<file path="src/sv/thick_stroke_quad_expander_unit_assert.svh">
// Assertion macros for the thick stroke quad expander.
// Included by the top level; needs clk and arst_n in scope at the point of use.
`ifndef THICK_STROKE_QUAD_EXPANDER_UNIT_ASSERT_SVH
`define THICK_STROKE_QUAD_EXPANDER_UNIT_ASSERT_SVH
`ifndef ASSERT_OFF
`define TSQE_ASSERT(lbl, prop) \
	lbl: assert property (@(posedge clk) disable iff (!arst_n) (prop)) \
		else $error("tsqe assertion failed");
`define TSQE_ASSERT_NEXT(lbl, ante, cons) \
	lbl: assert property (@(posedge clk) disable iff (!arst_n) (ante) |=> (cons)) \
		else $error("tsqe assertion failed");
`else
`define TSQE_ASSERT(lbl, prop)
`define TSQE_ASSERT_NEXT(lbl, ante, cons)
`endif
`endif

</file>
<file path="src/sv/tsqe_pkg.sv">
// Shared types, constants and helper functions of the thick stroke quad expander.
// No dependencies.
package tsqe_pkg;

	localparam int COORD_W = 24;
	localparam int COLOR_W = 32;
	localparam int THICK_W = 16;
	localparam logic [THICK_W-1:0] THICK_RESET = 16'd256;
	localparam int DEF_COORD_FRAC_BITS = 8;
	localparam int THICK_FRAC_BITS = 8;
	localparam int CLICK_SH = THICK_FRAC_BITS + 1;
	localparam int DIFF_W = COORD_W + 1;
	localparam int SQ_W = 2 * DIFF_W;
	localparam int ROOT_W = DIFF_W;
	localparam int QUOT_EXTRA = 10;
	localparam int WIDE_W = 48;

	localparam logic signed [WIDE_W-1:0] WIDE_MAX = (WIDE_W'(1) <<< (COORD_W - 1)) - 1;
	localparam logic signed [WIDE_W-1:0] WIDE_MIN = -WIDE_MAX - 1;

	typedef enum logic [3:0] {
		S_IDLE, S_STORE, S_MXX, S_MYY, S_SQA, S_SQI, S_SQ, S_SQF,
		S_MN, S_DVI, S_DV, S_DVF, S_EMIT
	} state_t;

	typedef enum logic [3:0] {
		OP_NONE, OP_LOAD, OP_STORE, OP_MXX, OP_MYY, OP_SQA, OP_SQI, OP_SQS,
		OP_SQF, OP_MN, OP_DVI, OP_DVS, OP_DVF, OP_EMIT
	} op_t;

	typedef enum logic [2:0] {
		C_A, C_B, C_C, C_D, C_LL, C_HL, C_HH, C_LH
	} corner_t;

	typedef struct packed {
		op_t op;
		logic axis;
		corner_t corner;
		logic last;
	} cmd_t;

	typedef struct packed {
		logic seg_zero;
		logic out_free;
	} status_t;

	function automatic logic signed [COORD_W-1:0] sat_coord(
		input logic signed [WIDE_W-1:0] v);
		logic signed [COORD_W-1:0] r;
		if (v > WIDE_MAX) begin
			r = COORD_W'(WIDE_MAX);
		end else if (v < WIDE_MIN) begin
			r = COORD_W'(WIDE_MIN);
		end else begin
			r = COORD_W'(v);
		end
		return r;
	endfunction

endpackage

</file>
<file path="src/sv/tsqe_ctrl.sv">
// Sequencing state machine of the thick stroke quad expander.
// Depends on tsqe_pkg; drives the datapath through cmd_t and reads status_t.
module tsqe_ctrl import tsqe_pkg::*; #(
	parameter int COORD_FRAC_BITS = DEF_COORD_FRAC_BITS
) (
	input  logic    clk,
	input  logic    arst_n,
	input  logic    in_valid,
	input  logic    req_type,
	output logic    in_ready,
	input  status_t status,
	output cmd_t    cmd
);

	localparam int QUOT_W = COORD_FRAC_BITS + QUOT_EXTRA;
	localparam int ITER_MAX = (ROOT_W > QUOT_W) ? ROOT_W : QUOT_W;
	localparam int CNT_W = $clog2(ITER_MAX + 1);

	state_t state_q, state_n;
	logic [CNT_W-1:0] cnt_q, cnt_n;
	logic [2:0] k_q, k_n;
	logic axis_q, axis_n;
	logic click_q, click_n;
	logic await_q, await_n;
	logic any_q, any_n;

	always_ff @(posedge clk or negedge arst_n) begin
		if (!arst_n) begin
			state_q <= S_IDLE;
			cnt_q <= '0;
			k_q <= '0;
			axis_q <= 1'b0;
			click_q <= 1'b0;
			await_q <= 1'b1;
			any_q <= 1'b0;
		end else begin
			state_q <= state_n;
			cnt_q <= cnt_n;
			k_q <= k_n;
			axis_q <= axis_n;
			click_q <= click_n;
			await_q <= await_n;
			any_q <= any_n;
		end
	end

	always_comb begin
		state_n = state_q;
		cnt_n = cnt_q;
		k_n = k_q;
		axis_n = axis_q;
		click_n = click_q;
		await_n = await_q;
		any_n = any_q;
		in_ready = 1'b0;
		cmd.op = OP_NONE;
		cmd.axis = axis_q;
		cmd.last = click_q ? (k_q == 3'd3) : (k_q == 3'd7);
		if (click_q) begin
			case (k_q[1:0])
				2'd0: cmd.corner = C_LL;
				2'd1: cmd.corner = C_HL;
				2'd2: cmd.corner = C_HH;
				default: cmd.corner = C_LH;
			endcase
		end else begin
			// Counter values 0..3 give the bridge and start pair, 4..7 the end pair twice.
			if (k_q[2]) begin
				cmd.corner = k_q[0] ? C_D : C_C;
			end else begin
				cmd.corner = k_q[0] ? C_B : C_A;
			end
		end
		case (state_q)
			S_IDLE: begin
				in_ready = 1'b1;
				if (in_valid) begin
					cmd.op = OP_LOAD;
					if (req_type) begin
						click_n = 1'b1;
						k_n = 3'd0;
						state_n = S_EMIT;
					end else if (await_q) begin
						state_n = S_STORE;
					end else begin
						state_n = S_MXX;
					end
				end
			end
			S_STORE: begin
				cmd.op = OP_STORE;
				await_n = 1'b0;
				state_n = S_IDLE;
			end
			S_MXX: begin
				if (status.seg_zero) begin
					state_n = S_IDLE;
				end else begin
					cmd.op = OP_MXX;
					state_n = S_MYY;
				end
			end
			S_MYY: begin
				cmd.op = OP_MYY;
				state_n = S_SQA;
			end
			S_SQA: begin
				cmd.op = OP_SQA;
				state_n = S_SQI;
			end
			S_SQI: begin
				cmd.op = OP_SQI;
				cnt_n = CNT_W'(ROOT_W - 1);
				state_n = S_SQ;
			end
			S_SQ: begin
				cmd.op = OP_SQS;
				if (cnt_q == '0) begin
					state_n = S_SQF;
				end else begin
					cnt_n = cnt_q - 1'b1;
				end
			end
			S_SQF: begin
				cmd.op = OP_SQF;
				axis_n = 1'b0;
				state_n = S_MN;
			end
			S_MN: begin
				cmd.op = OP_MN;
				state_n = S_DVI;
			end
			S_DVI: begin
				cmd.op = OP_DVI;
				cnt_n = CNT_W'(QUOT_W - 1);
				state_n = S_DV;
			end
			S_DV: begin
				cmd.op = OP_DVS;
				if (cnt_q == '0) begin
					state_n = S_DVF;
				end else begin
					cnt_n = cnt_q - 1'b1;
				end
			end
			S_DVF: begin
				cmd.op = OP_DVF;
				if (!axis_q) begin
					axis_n = 1'b1;
					state_n = S_MN;
				end else begin
					click_n = 1'b0;
					k_n = any_q ? 3'd0 : 3'd2;
					state_n = S_EMIT;
				end
			end
			S_EMIT: begin
				if (status.out_free) begin
					cmd.op = OP_EMIT;
					if (cmd.last) begin
						any_n = 1'b1;
						if (!click_q) begin
							await_n = 1'b1;
						end
						state_n = S_IDLE;
					end else begin
						k_n = k_q + 1'b1;
					end
				end
			end
			default: begin
				state_n = S_IDLE;
			end
		endcase
	end

endmodule

</file>
<file path="src/sv/tsqe_dp.sv">
// Datapath of the thick stroke quad expander: multiplier, square root and divider
// registers, corner arithmetic and the output register. Depends on tsqe_pkg.
module tsqe_dp import tsqe_pkg::*; #(
	parameter int COORD_FRAC_BITS = DEF_COORD_FRAC_BITS
) (
	input  logic                      clk,
	input  logic                      arst_n,
	input  cmd_t                      cmd,
	output status_t                   status,
	input  logic                      cfg_wr_en,
	input  logic [THICK_W-1:0]        cfg_wr_data,
	input  logic signed [COORD_W-1:0] pos_x,
	input  logic signed [COORD_W-1:0] pos_y,
	input  logic [COLOR_W-1:0]        color,
	output logic                      out_valid,
	input  logic                      out_ready,
	output logic signed [COORD_W-1:0] vert_x,
	output logic signed [COORD_W-1:0] vert_y,
	output logic [COLOR_W-1:0]        vert_color,
	output logic                      last
);

	localparam int TW = THICK_W + COORD_FRAC_BITS;
	localparam int MB_W = (TW > DIFF_W) ? TW : DIFF_W;
	localparam int PW = DIFF_W + MB_W;
	localparam int NW = PW + 1 - CLICK_SH;
	localparam int QUOT_W = COORD_FRAC_BITS + QUOT_EXTRA;
	localparam int OW = QUOT_W + 1;
	localparam int RW = ROOT_W + 2;

	logic [THICK_W-1:0] thick_q;
	logic signed [COORD_W-1:0] px_q, py_q, stx_q, sty_q;
	logic [COLOR_W-1:0] col_q;
	logic signed [DIFF_W-1:0] dx_q, dy_q;
	logic [PW-1:0] prod_q;
	logic [SQ_W-1:0] acc_q, rad_q;
	logic [RW-1:0] srem_q;
	logic [ROOT_W-1:0] root_q, mag_q, drem_q;
	logic [QUOT_W-1:0] dsh_q;
	logic neg_q;
	logic signed [OW-1:0] ox_q, oy_q;
	logic out_valid_q, out_last_q;
	logic signed [COORD_W-1:0] out_x_q, out_y_q;
	logic [COLOR_W-1:0] out_col_q;

	logic [TW-1:0] t_val;
	logic [DIFF_W-1:0] adx, ady;
	logic [DIFF_W-1:0] mul_a;
	logic [MB_W-1:0] mul_b;
	logic [PW-1:0] prod_n;
	logic [RW+1:0] sq_sh, sq_trial;
	logic [PW:0] nsum;
	logic [NW-1:0] nval;
	logic [ROOT_W:0] dv_sh;
	logic signed [OW-1:0] qv;
	logic signed [WIDE_W-1:0] t_wide, vx_w, vy_w;

	function automatic logic signed [WIDE_W-1:0] round_den(
		input logic signed [WIDE_W-1:0] num);
		logic [WIDE_W-1:0] a, q;
		a = num[WIDE_W-1] ? WIDE_W'(-num) : WIDE_W'(num);
		q = (a + (WIDE_W'(1) << THICK_FRAC_BITS)) >> CLICK_SH;
		return num[WIDE_W-1] ? -signed'(q) : signed'(q);
	endfunction

	assign t_val = TW'(thick_q) << COORD_FRAC_BITS;
	assign t_wide = signed'(WIDE_W'(t_val));
	assign adx = dx_q[DIFF_W-1] ? DIFF_W'(-dx_q) : DIFF_W'(dx_q);
	assign ady = dy_q[DIFF_W-1] ? DIFF_W'(-dy_q) : DIFF_W'(dy_q);

	always_comb begin
		case (cmd.op)
			OP_MXX: begin
				mul_a = adx;
				mul_b = MB_W'(adx);
			end
			OP_MYY: begin
				mul_a = ady;
				mul_b = MB_W'(ady);
			end
			default: begin
				mul_a = cmd.axis ? adx : ady;
				mul_b = MB_W'(t_val);
			end
		endcase
	end
	assign prod_n = PW'(mul_a) * PW'(mul_b);

	assign sq_sh = {srem_q, rad_q[SQ_W-1 -: 2]};
	assign sq_trial = (RW+2)'({root_q, 2'b01});
	// Round to nearest: (a + 256*mag) / (512*mag) taken as a shift, then a divide by mag.
	assign nsum = (PW+1)'(prod_q) + ((PW+1)'(mag_q) << THICK_FRAC_BITS);
	assign nval = NW'(nsum >> CLICK_SH);
	assign dv_sh = {drem_q, dsh_q[QUOT_W-1]};
	assign qv = signed'({1'b0, dsh_q});

	always_comb begin
		case (cmd.corner)
			C_A: begin
				vx_w = WIDE_W'(stx_q) - WIDE_W'(ox_q);
				vy_w = WIDE_W'(sty_q) - WIDE_W'(oy_q);
			end
			C_B: begin
				vx_w = WIDE_W'(stx_q) + WIDE_W'(ox_q);
				vy_w = WIDE_W'(sty_q) + WIDE_W'(oy_q);
			end
			C_C: begin
				vx_w = WIDE_W'(px_q) + WIDE_W'(ox_q);
				vy_w = WIDE_W'(py_q) + WIDE_W'(oy_q);
			end
			C_D: begin
				vx_w = WIDE_W'(px_q) - WIDE_W'(ox_q);
				vy_w = WIDE_W'(py_q) - WIDE_W'(oy_q);
			end
			C_LL: begin
				vx_w = round_den((WIDE_W'(px_q) <<< CLICK_SH) - t_wide);
				vy_w = round_den((WIDE_W'(py_q) <<< CLICK_SH) - t_wide);
			end
			C_HL: begin
				vx_w = round_den((WIDE_W'(px_q) <<< CLICK_SH) + t_wide);
				vy_w = round_den((WIDE_W'(py_q) <<< CLICK_SH) - t_wide);
			end
			C_HH: begin
				vx_w = round_den((WIDE_W'(px_q) <<< CLICK_SH) + t_wide);
				vy_w = round_den((WIDE_W'(py_q) <<< CLICK_SH) + t_wide);
			end
			default: begin
				vx_w = round_den((WIDE_W'(px_q) <<< CLICK_SH) - t_wide);
				vy_w = round_den((WIDE_W'(py_q) <<< CLICK_SH) + t_wide);
			end
		endcase
	end

	always_ff @(posedge clk or negedge arst_n) begin
		if (!arst_n) begin
			thick_q <= THICK_RESET;
			stx_q <= '0;
			sty_q <= '0;
			out_valid_q <= 1'b0;
		end else begin
			if (cfg_wr_en) begin
				thick_q <= cfg_wr_data;
			end
			if (cmd.op == OP_STORE) begin
				stx_q <= px_q;
				sty_q <= py_q;
			end
			if (cmd.op == OP_EMIT) begin
				out_valid_q <= 1'b1;
			end else if (out_ready) begin
				out_valid_q <= 1'b0;
			end
		end
	end

	always_ff @(posedge clk) begin
		case (cmd.op)
			OP_LOAD: begin
				px_q <= pos_x;
				py_q <= pos_y;
				col_q <= color;
				dx_q <= DIFF_W'(stx_q) - DIFF_W'(pos_x);
				dy_q <= DIFF_W'(sty_q) - DIFF_W'(pos_y);
			end
			OP_MXX: begin
				prod_q <= prod_n;
			end
			OP_MYY: begin
				acc_q <= prod_q[SQ_W-1:0];
				prod_q <= prod_n;
			end
			OP_SQA: begin
				acc_q <= acc_q + prod_q[SQ_W-1:0];
			end
			OP_SQI: begin
				rad_q <= acc_q;
				srem_q <= '0;
				root_q <= '0;
			end
			OP_SQS: begin
				rad_q <= rad_q << 2;
				if (sq_sh >= sq_trial) begin
					srem_q <= RW'(sq_sh - sq_trial);
					root_q <= {root_q[ROOT_W-2:0], 1'b1};
				end else begin
					srem_q <= RW'(sq_sh);
					root_q <= {root_q[ROOT_W-2:0], 1'b0};
				end
			end
			OP_SQF: begin
				// The remainder beyond the root means the true root lies above r + 1/2.
				mag_q <= (srem_q > RW'(root_q)) ? root_q + 1'b1 : root_q;
			end
			OP_MN: begin
				prod_q <= prod_n;
				neg_q <= cmd.axis ? dx_q[DIFF_W-1] : ~dy_q[DIFF_W-1];
			end
			OP_DVI: begin
				drem_q <= ROOT_W'(nval >> QUOT_W);
				dsh_q <= nval[QUOT_W-1:0];
			end
			OP_DVS: begin
				if (dv_sh >= {1'b0, mag_q}) begin
					drem_q <= ROOT_W'(dv_sh - {1'b0, mag_q});
					dsh_q <= {dsh_q[QUOT_W-2:0], 1'b1};
				end else begin
					drem_q <= ROOT_W'(dv_sh);
					dsh_q <= {dsh_q[QUOT_W-2:0], 1'b0};
				end
			end
			OP_DVF: begin
				if (cmd.axis) begin
					oy_q <= neg_q ? -qv : qv;
				end else begin
					ox_q <= neg_q ? -qv : qv;
				end
			end
			OP_EMIT: begin
				out_x_q <= sat_coord(vx_w);
				out_y_q <= sat_coord(vy_w);
				out_col_q <= col_q;
				out_last_q <= cmd.last;
			end
			default: begin
			end
		endcase
	end

	assign status.seg_zero = (dx_q == '0) && (dy_q == '0);
	assign status.out_free = !out_valid_q || out_ready;
	assign out_valid = out_valid_q;
	assign vert_x = out_x_q;
	assign vert_y = out_y_q;
	assign vert_color = out_col_q;
	assign last = out_last_q;

endmodule

</file>
<file path="src/sv/thick_stroke_quad_expander_unit.sv">
// Top level of the thick stroke quad expander: joins controller and datapath.
// Depends on tsqe_pkg, tsqe_ctrl, tsqe_dp and the assertion macro header.
//
// Takes one pen point at a time and returns quad vertices through an output register,
// so the next point is taken while the final vertex still waits. A click sends four
// vertices, a first drag point is stored as the segment start, and a repeated drag
// point is dropped. A segment runs through 25 square root steps, then two restoring
// divides of COORD_FRAC_BITS + 10 steps each on the shared divider registers, then
// sends six or eight vertices.
`include "thick_stroke_quad_expander_unit_assert.svh"

module thick_stroke_quad_expander_unit import tsqe_pkg::*; #(
	parameter int COORD_FRAC_BITS = DEF_COORD_FRAC_BITS
) (
	input  logic                      clk,
	input  logic                      arst_n,
	input  logic                      cfg_wr_en,
	input  logic [THICK_W-1:0]        cfg_wr_data,
	input  logic                      in_valid,
	output logic                      in_ready,
	input  logic                      req_type,
	input  logic signed [COORD_W-1:0] pos_x,
	input  logic signed [COORD_W-1:0] pos_y,
	input  logic [COLOR_W-1:0]        color,
	output logic                      out_valid,
	input  logic                      out_ready,
	output logic signed [COORD_W-1:0] vert_x,
	output logic signed [COORD_W-1:0] vert_y,
	output logic [COLOR_W-1:0]        vert_color,
	output logic                      last
);

	cmd_t cmd;
	status_t status;

	tsqe_ctrl #(
		.COORD_FRAC_BITS(COORD_FRAC_BITS)
	) u_ctrl (
		.clk(clk),
		.arst_n(arst_n),
		.in_valid(in_valid),
		.req_type(req_type),
		.in_ready(in_ready),
		.status(status),
		.cmd(cmd)
	);

	tsqe_dp #(
		.COORD_FRAC_BITS(COORD_FRAC_BITS)
	) u_dp (
		.clk(clk),
		.arst_n(arst_n),
		.cmd(cmd),
		.status(status),
		.cfg_wr_en(cfg_wr_en),
		.cfg_wr_data(cfg_wr_data),
		.pos_x(pos_x),
		.pos_y(pos_y),
		.color(color),
		.out_valid(out_valid),
		.out_ready(out_ready),
		.vert_x(vert_x),
		.vert_y(vert_y),
		.vert_color(vert_color),
		.last(last)
	);

	// A vertex is only written when the output register is free.
	`TSQE_ASSERT(a_emit_free, (cmd.op != OP_EMIT) || status.out_free)
	// No new point is taken while vertices of the current one are being sent.
	`TSQE_ASSERT(a_emit_busy, (cmd.op != OP_EMIT) || !in_ready)
	// Input registers load only on an input transfer.
	`TSQE_ASSERT(a_load_xfer, (cmd.op != OP_LOAD) || (in_valid && in_ready))
	// A written vertex shows up as valid on the next cycle.
	`TSQE_ASSERT_NEXT(a_emit_shows, cmd.op == OP_EMIT, out_valid)

endmodule
</file>
<file path="config.mk">
export PLATFORM = sky130hd
export DESIGN_NAME = thick_stroke_quad_expander_unit
export DESIGN_NICKNAME = d
export VERILOG_FILES = /design/src/sv/tsqe_pkg.sv /design/src/sv/tsqe_ctrl.sv /design/src/sv/tsqe_dp.sv /design/src/sv/thick_stroke_quad_expander_unit.sv
export VERILOG_INCLUDE_DIRS = /design/src /design/src/sv
export SDC_FILE = /design/constraint.sdc
export NUM_CORES = 2
export LEC_CHECK = 0
export ABC_AREA = 1
export BUFFER_PORTS_ARGS = -buffer_cell sky130_fd_sc_hd__buf_2
export CAP_MARGIN = 20
export CORE_UTILIZATION = 35
export CTS_BUF_LIST = sky130_fd_sc_hd__clkbuf_8 sky130_fd_sc_hd__clkbuf_16
export CTS_CLUSTER_DIAMETER = 40
export DETAILED_ROUTE_END_ITERATION = 6
export GPL_TIMING_DRIVEN = 0
export SYNTH_ARGS = -nofsm -noshare
export SYNTH_HDL_FRONTEND = slang
export SYNTH_SLANG_ARGS = --single-unit
</file>
<file path="constraint.sdc">
create_clock -name clk -period 29 [get_ports clk]
set_input_delay 1.45 -clock clk [delete_from_list [all_inputs] [get_ports clk]]
set_output_delay 1.45 -clock clk [all_outputs]
set_load 0.005 [all_outputs]
</file>
# Yosys cells after proc, flatten, opt, wreduce, memory -nomap -nowiden
# Index checks and enable logic that the tools add are counted.
totals:
  latchBits: 0
  ramBits: 0
  memories: 0
  wordCells: 222
  romBits: 0
  regBits: 601
classes:
  n_mux: 70
  n_reduce_logical: 30
  eq_ne: 45
  n_bitwise: 2
  n_addsub: 36
  div: 0
  n_mul: 1
  magnitude_cmp: 7
  n_shift: 0
op_table:
  columns: ["operator", "count"]
  rows:
  - ["48-bit case mux with 5 select lines", 2]
  - ["48-bit 2-to-1 mux", 8]
  - ["25-bit case mux with 2 select lines", 4]
  - ["50-bit case mux with 2 select lines", 2]
  - ["48-bit by 9-bit adder with 48-bit output (second input constant)", 4]
  - ["39-bit negation with 48-bit output", 4]
  - ["48-bit negation", 4]
  - ["25-bit 2-to-1 mux", 5]
  - ["24-bit by 19-bit adder with 25-bit output", 4]
  - ["24-bit by 19-bit subtractor with 25-bit output", 4]
  - ["48-bit by 24-bit > comparator with 1-bit output (second input constant)", 2]
  - ["48-bit by 24-bit < comparator with 1-bit output (second input constant)", 2]
  - ["33-bit by 25-bit adder with 34-bit output", 2]
  - ["33-bit by 25-bit subtractor with 34-bit output", 2]
  - ["27-bit case mux with 2 select lines", 1]
  - ["4-bit case mux with 13 select lines", 1]
  - ["50-bit by 33-bit adder with 51-bit output", 1]
  - ["50-bit adder", 1]
  - ["25-bit zero test", 2]
  - ["25-bit by 25-bit multiplier with 50-bit output", 1]
  - ["25-bit negation", 2]
  - ["24-bit by 24-bit subtractor with 25-bit output", 2]
  - ["24-bit 2-to-1 mux", 2]
  - ["4-bit case mux with 12 select lines", 1]
  - ["49 further kinds", 128]

# Depth between registers and ports, before layout
depth:
  word_depth: 9
  mapped_depth: 45
  ltp_nobuf: 44

# Hierarchy
# From an unflattened synthesis, not the netlist that was laid out.
hier_totals:
  cells_unflattened: 10489
  area_unflattened_um2: 76942.5
modules_own_cells:
  columns: ["mod", "cells_each", "area_each_um2", "seq_area_each_um2", "n_inst"]
  rows:
  - ["tsqe_dp", 10307, 75667.6, 17242.8, 1]
  - ["tsqe_ctrl", 182, 1275.0, 401.6, 1]

# Least setup slack after synthesis
# No wires, ideal clock.
synth_timing:
  kind: "register -> register"
  startpoint: "register u_dp.dx_q[0]"
  endpoint: "register u_dp.prod_q[49] (data pin)"
  arrival_ps: 9296
  setup_time_ps: 262
  t_required_ps: 28738
  stages_incl_launch_ff: 43
  path_slack_ps: 19442
  cell_sequence: "edfxtp_1 inv_1 ha_1 inv_1 nor4_1 nand3_1 nor3_1 nand4_1 nand3_1 clkinv_1 nor2_1 clkbuf_1 clkbuf_1 a21oi_1 clkinv_1 clkbuf_1 nand2_1 fa_1 [7 not listed] fa_1 inv_1 ha_1 nand2_1 nor2_1 inv_1 o21bai_1 a31oi_1 o21ai_0 a21boi_0 o21ai_0 a21boi_0 o21ai_0 a21boi_0 o21a_1 o21ai_0 a21oi_1 xor2_1"
synth_via:
  elab_chain_cells: 7
synth_lines:
  columns: ["item", "line", "source"]
  rows:
  - ["from (decl)", "tsqe_dp.sv:34", "logic signed [DIFF_W-1:0] dx_q, dy_q;"]
  - ["from (signal assigned)", "tsqe_dp.sv:162", "dx_q <= DIFF_W'(stx_q) - DIFF_W'(pos_x);"]
  - ["branches (longest 6 deep; another with 25-bit negation)", null, null]
  - ["25-bit by 25-bit multiplier with 50-bit output *", "tsqe_dp.sv:87", "assign prod_n = PW'(mul_a) * PW'(mul_b);"]
  - ["via u_dp.prod_n[49]", "tsqe_dp.sv:50", "logic [PW-1:0] prod_n;"]
  - ["to (signal assigned)", "tsqe_dp.sv:166", "prod_q <= prod_n;"]
  - ["to (signal assigned)", "tsqe_dp.sv:170", "prod_q <= prod_n;"]
  - ["to (signal assigned)", "tsqe_dp.sv:195", "prod_q <= prod_n;"]
  - ["to (decl)", "tsqe_dp.sv:35", "logic [PW-1:0] prod_q;"]
# Mark *: on every way through the listed nets, which the timed path passes.
# A chain may end at the register's enable or synchronous reset.

# Worst setup path after layout
layout_timing:
  startpoint: "register u_dp.dy_q[16]"
  endpoint: "register u_dp.prod_q[49] (data pin)"
layout_via:
  elab_chain_cells: 7
layout_lines:
  columns: ["item", "line", "source"]
  rows:
  - ["from (decl)", "tsqe_dp.sv:34", null]
  - ["from (signal assigned)", "tsqe_dp.sv:163", "dy_q <= DIFF_W'(sty_q) - DIFF_W'(pos_y);"]
  - ["branches (longest 6 deep; another with 25-bit negation)", null, null]
  - ["25-bit by 25-bit multiplier with 50-bit output *", "tsqe_dp.sv:87", null]
  - ["via u_dp.prod_n[49]", "tsqe_dp.sv:50", null]
# Marked as above.

==> summary.txt <==
Run status
  • Failing checks: DRC, capacitance limit, slew limit
  • Status: finished, violations left

Worst setup path
  • Crit-path max cell delay: 0.98 ns
  • Setup crit start kind: register
  • Most used cell, CP: fa_1
  • WP buf/inv: 7
  • Worst path top cell family by delay: compound AO/OA/AOI/OAI gates
  • Worst EP required: 29.50 ns
  • Critical Path AT: 14.90 ns
  • CP max FO: 10
  • Crit path max-delay cell type: clkbuf_1
  • Worst Setup End Kind: register
  • WS Path Type: reg -> reg

Placed design
  • Post-DP HPWL: 253000 um
  • IO Port Bufs: 184
  • Routability cong.: 1.03
  • Pre-CTS WS: 15.22 ns
  • Area after DPL: 82200 um2

Timing
  • Setup TNS: 0 ns
  • Worst rel slew slack: -0.0372
  • Fin. Hold Viols: 0
  • Period utilization: 0.496
  • Worst-margin pin slew: 1.52 ns
  • Setup Skew: 0.0983 ns
  • PnR worst setup slack: 14.60 ns
  • RSZ-0062 raised after global routing: no
  • Setup violations, final: 0
  • Max Freq: 69.5 MHz
  • Tmin final: 14.40 ns
  • Max-slew violations: 2

Die
  • Die ar.: 222000 um2
  • Rows: 171
  • Core Area: 218000 um2
  • Die span in x: 471 um
  • Die Ht: 471 um
  • I/O Pins: 185
  • Initial core utilization: 0.353

Yosys
  • Synth top area share: 0.203
  • Cells after Synth: 10500
  • Synth area leader: edfxtp_1
  • Asr flop ratio synth: 0.135
  • Post-synthesis sequential area ratio: 0.229
  • EDFF count, synth: 520
  • Syn avg cell area: 7.32 um2
  • Mapped Area: 77000 um2
  • Synth warn: 0
  • Top cells by area in the synthesized netlist: edfxtp_1, fa_1, nand2_1, ha_1, inv_1
  • Synth Flop Type: edfxtp_1
  • Count of cell types in the netlist: 80
  • Yosys reg bits: 601

Pwr
  • Sequential share of power: 0.119
  • Share of power burned in the clock network: 0.112
  • Sw Ratio: 0.551
  • Final total power: 11.8 mW
  • PwrDens: 137 nW/um2
  • P_sw: 6.50 mW
  • Internal: 5.31 mW
  • Maximum vdd drop: 0.569 mV
  • Comb pwr share: 0.769
  • Leakage power: 41.8 nW

Clocking
  • CTS Buf Count: 110
  • Cts hold-fix bufs: 0
  • Latest clock arrival within the worst-skew pair: 0.81 ns
  • Reg clk slew, reported paths: 0.06 ns
  • Root Driver: clkbuf_16
  • Setup repair bufs after CTS: 0
  • Clk sinks: 601
  • Post-cts sizing count: 0
  • Clock Path Buffers: 3
  • H-tree levels: 3
  • CTS tree: done

Layout
  • # nets final: 12100
  • Fill cells: 22500
  • Design Area, Final: 86100 um2
  • Fraction of layout instances using a drive strength above 1: 0.0795
  • Final Util: 0.395
  • Area growth from synthesis to layout: 11.8%

Routing
  • ANT nets after route: 0
  • Vias per cell: 5.33
  • WL/cell: 22.0 um
  • Drt total wl: 304000 um
  • DR DRC count: 1
  • Initial DRC Count: 7127
  • Drt first pass iters: 7
  • Total number of vias: 73700

Run
  • Number of max-cap violations: 1

Hold path
  • Hold Crit Class: reg -> reg

Global routing
  • First-pass GRT wire length: 452000 um
  • Initial antenna violation count: 20
  • Total gr overflow: 0
  • Vias in the first global route: 71500
  • Tot GR Track Use: 0.271
  • Largest net degree at the start of global routing: 60
[placed cells by master, fill, tap and decap left out, drive strengths merged, types with 19 or more instances in the layout]
cell type	count
inv	1829
a21oi	719
mux2	26
a21o	19
buf	292
or2	59
nand4	120
a21boi	42
ha	632
clkinv	62
nand3b	30
fa	545
xnor2	101
dfrtp	79
o22ai	20
o21ai	603
nand3	572
edfxtp	520
xor2	249
o211ai	38
clkbuf	349
nor2	977
o21bai	40
nor4	26
nand2	2656
nor3	108
a31oi	60
o31ai	22
[synth_stat cells, types with 26 or more instances]
cell type / count
a21boi_0: 41
a21oi_1: 714
a31oi_1: 60
clkbuf_1: 234
clkinv_1: 26
dfrtp_1: 79
edfxtp_1: 520
fa_1: 545
ha_1: 632
inv_1: 1731
inv_2: 53
mux2_2: 26
nand2_1: 2557
nand2_2: 81
nand3_1: 540
nand3_2: 27
nand3b_1: 30
nand4_1: 119
nor2_1: 896
nor2_2: 52
nor2_4: 26
nor3_1: 102
nor4_1: 26
o211ai_1: 38
o21ai_0: 567
o21ai_1: 27
o21bai_1: 40
or2_2: 58
xnor2_1: 99
xor2_1: 247
[cell type report]
cell class | instances | area [um2] | area share
Multi-Input combinational cell | 7805 | 51300 | 0.596
Sequential cell | 601 | 17600 | 0.205
Inverter | 1814 | 6820 | 0.0792
Tap cell | 2854 | 3570 | 0.0415
Clock buffer | 115 | 2840 | 0.0330
Timing Repair Buffer | 227 | 1540 | 0.0178
Buffer | 299 | 1350 | 0.0157
Clock inverter | 94 | 995 | 0.0116
Antenna cell | 7 | 17.5 | 0.000204
[sequential cells by signal, summed over array words and instances, names as in the netlist, 4 cells and up]
register,count
u_dp.vert_y,24
u_dp.col_q,32
u_dp.drem_q,25
u_dp.ox_q,19
u_dp.dx_q,25
u_dp.vert_x,24
u_dp.py_q,24
u_dp.rad_q,50
u_dp.thick_q,16
u_dp.dsh_q,18
u_ctrl.cnt_q,5
u_dp.oy_q,19
u_dp.acc_q,50
u_dp.srem_q,27
u_dp.mag_q,25
u_dp.dy_q,25
u_dp.sty_q,24
u_dp.px_q,24
u_dp.vert_color,32
u_dp.prod_q,50
u_dp.stx_q,24
u_dp.root_q,25
u_ctrl.state_q,4
[power groups by stage]
stage                     registers, mW  clock network (mW)  logic [mW]
after global routing               1.41                1.38        10.0
after global placement             1.42                   0        8.89
after floorplan                    1.40                   0        5.95
after detailed placement           1.42                   0        8.93
final                              1.41                1.32        9.08
after CTS                          1.41                1.34        9.00
[through the flow]
step | cells | hold slack, ns
floorplan | 10500 | 0.400
global placement | 13600 | 0.402
detailed placement | 13600 | 0.405
CTS | 13800 | 0.418
global route | 13800 | 0.423
finish | 13800 | 0.417
[path summary, 6_finish.rpt]
check | depth (start not counted) | to | slack [ns] | from
worst max register to register | 36 | u_dp.prod_q[49]$_DFFE_PP_ | 14.60 | u_dp.dy_q[16]$_DFFE_PN_
worst max-delay path | 36 | u_dp.prod_q[49]$_DFFE_PP_ | 14.60 | u_dp.dy_q[16]$_DFFE_PN_
worst min-delay path | 0 | u_dp.vert_color[21]$_DFFE_PP_ | 0.42 | u_dp.col_q[21]$_DFFE_PN_
max in group asynchronous | 2 | u_dp.stx_q[1]$_DFFE_PN0N_ | 27.54 | arst_n
min in group asynchronous | 1 | u_dp.sty_q[20]$_DFFE_PN0N_ | 0.65 | arst_n
worst min register to register | 0 | u_dp.vert_color[21]$_DFFE_PP_ | 0.42 | u_dp.col_q[21]$_DFFE_PN_
[per-layer routing]
metal  up-vias  GRT usage  share of wire
met5         -          0        0.00021
met4         8      0.131          0.055
met3       659     0.0404          0.078
met2      3262      0.447           0.46
met1     35200      0.345           0.41
li1      34500          -              -
[cells by family after synthesis]
group	Yosys count	synth area share
buffers and inverters	2113	0.106
AOI/OAI and AO/OA	1669	0.121
muxes	26	0.00380
adders and majority gates	1177	0.245
and+or+nand+nor	4569	0.255
xor gates and xnor gates	350	0.0402
DFF	601	0.229
other	2	0.0000976
Note: power is estimated with default switching activity, not from simulation.
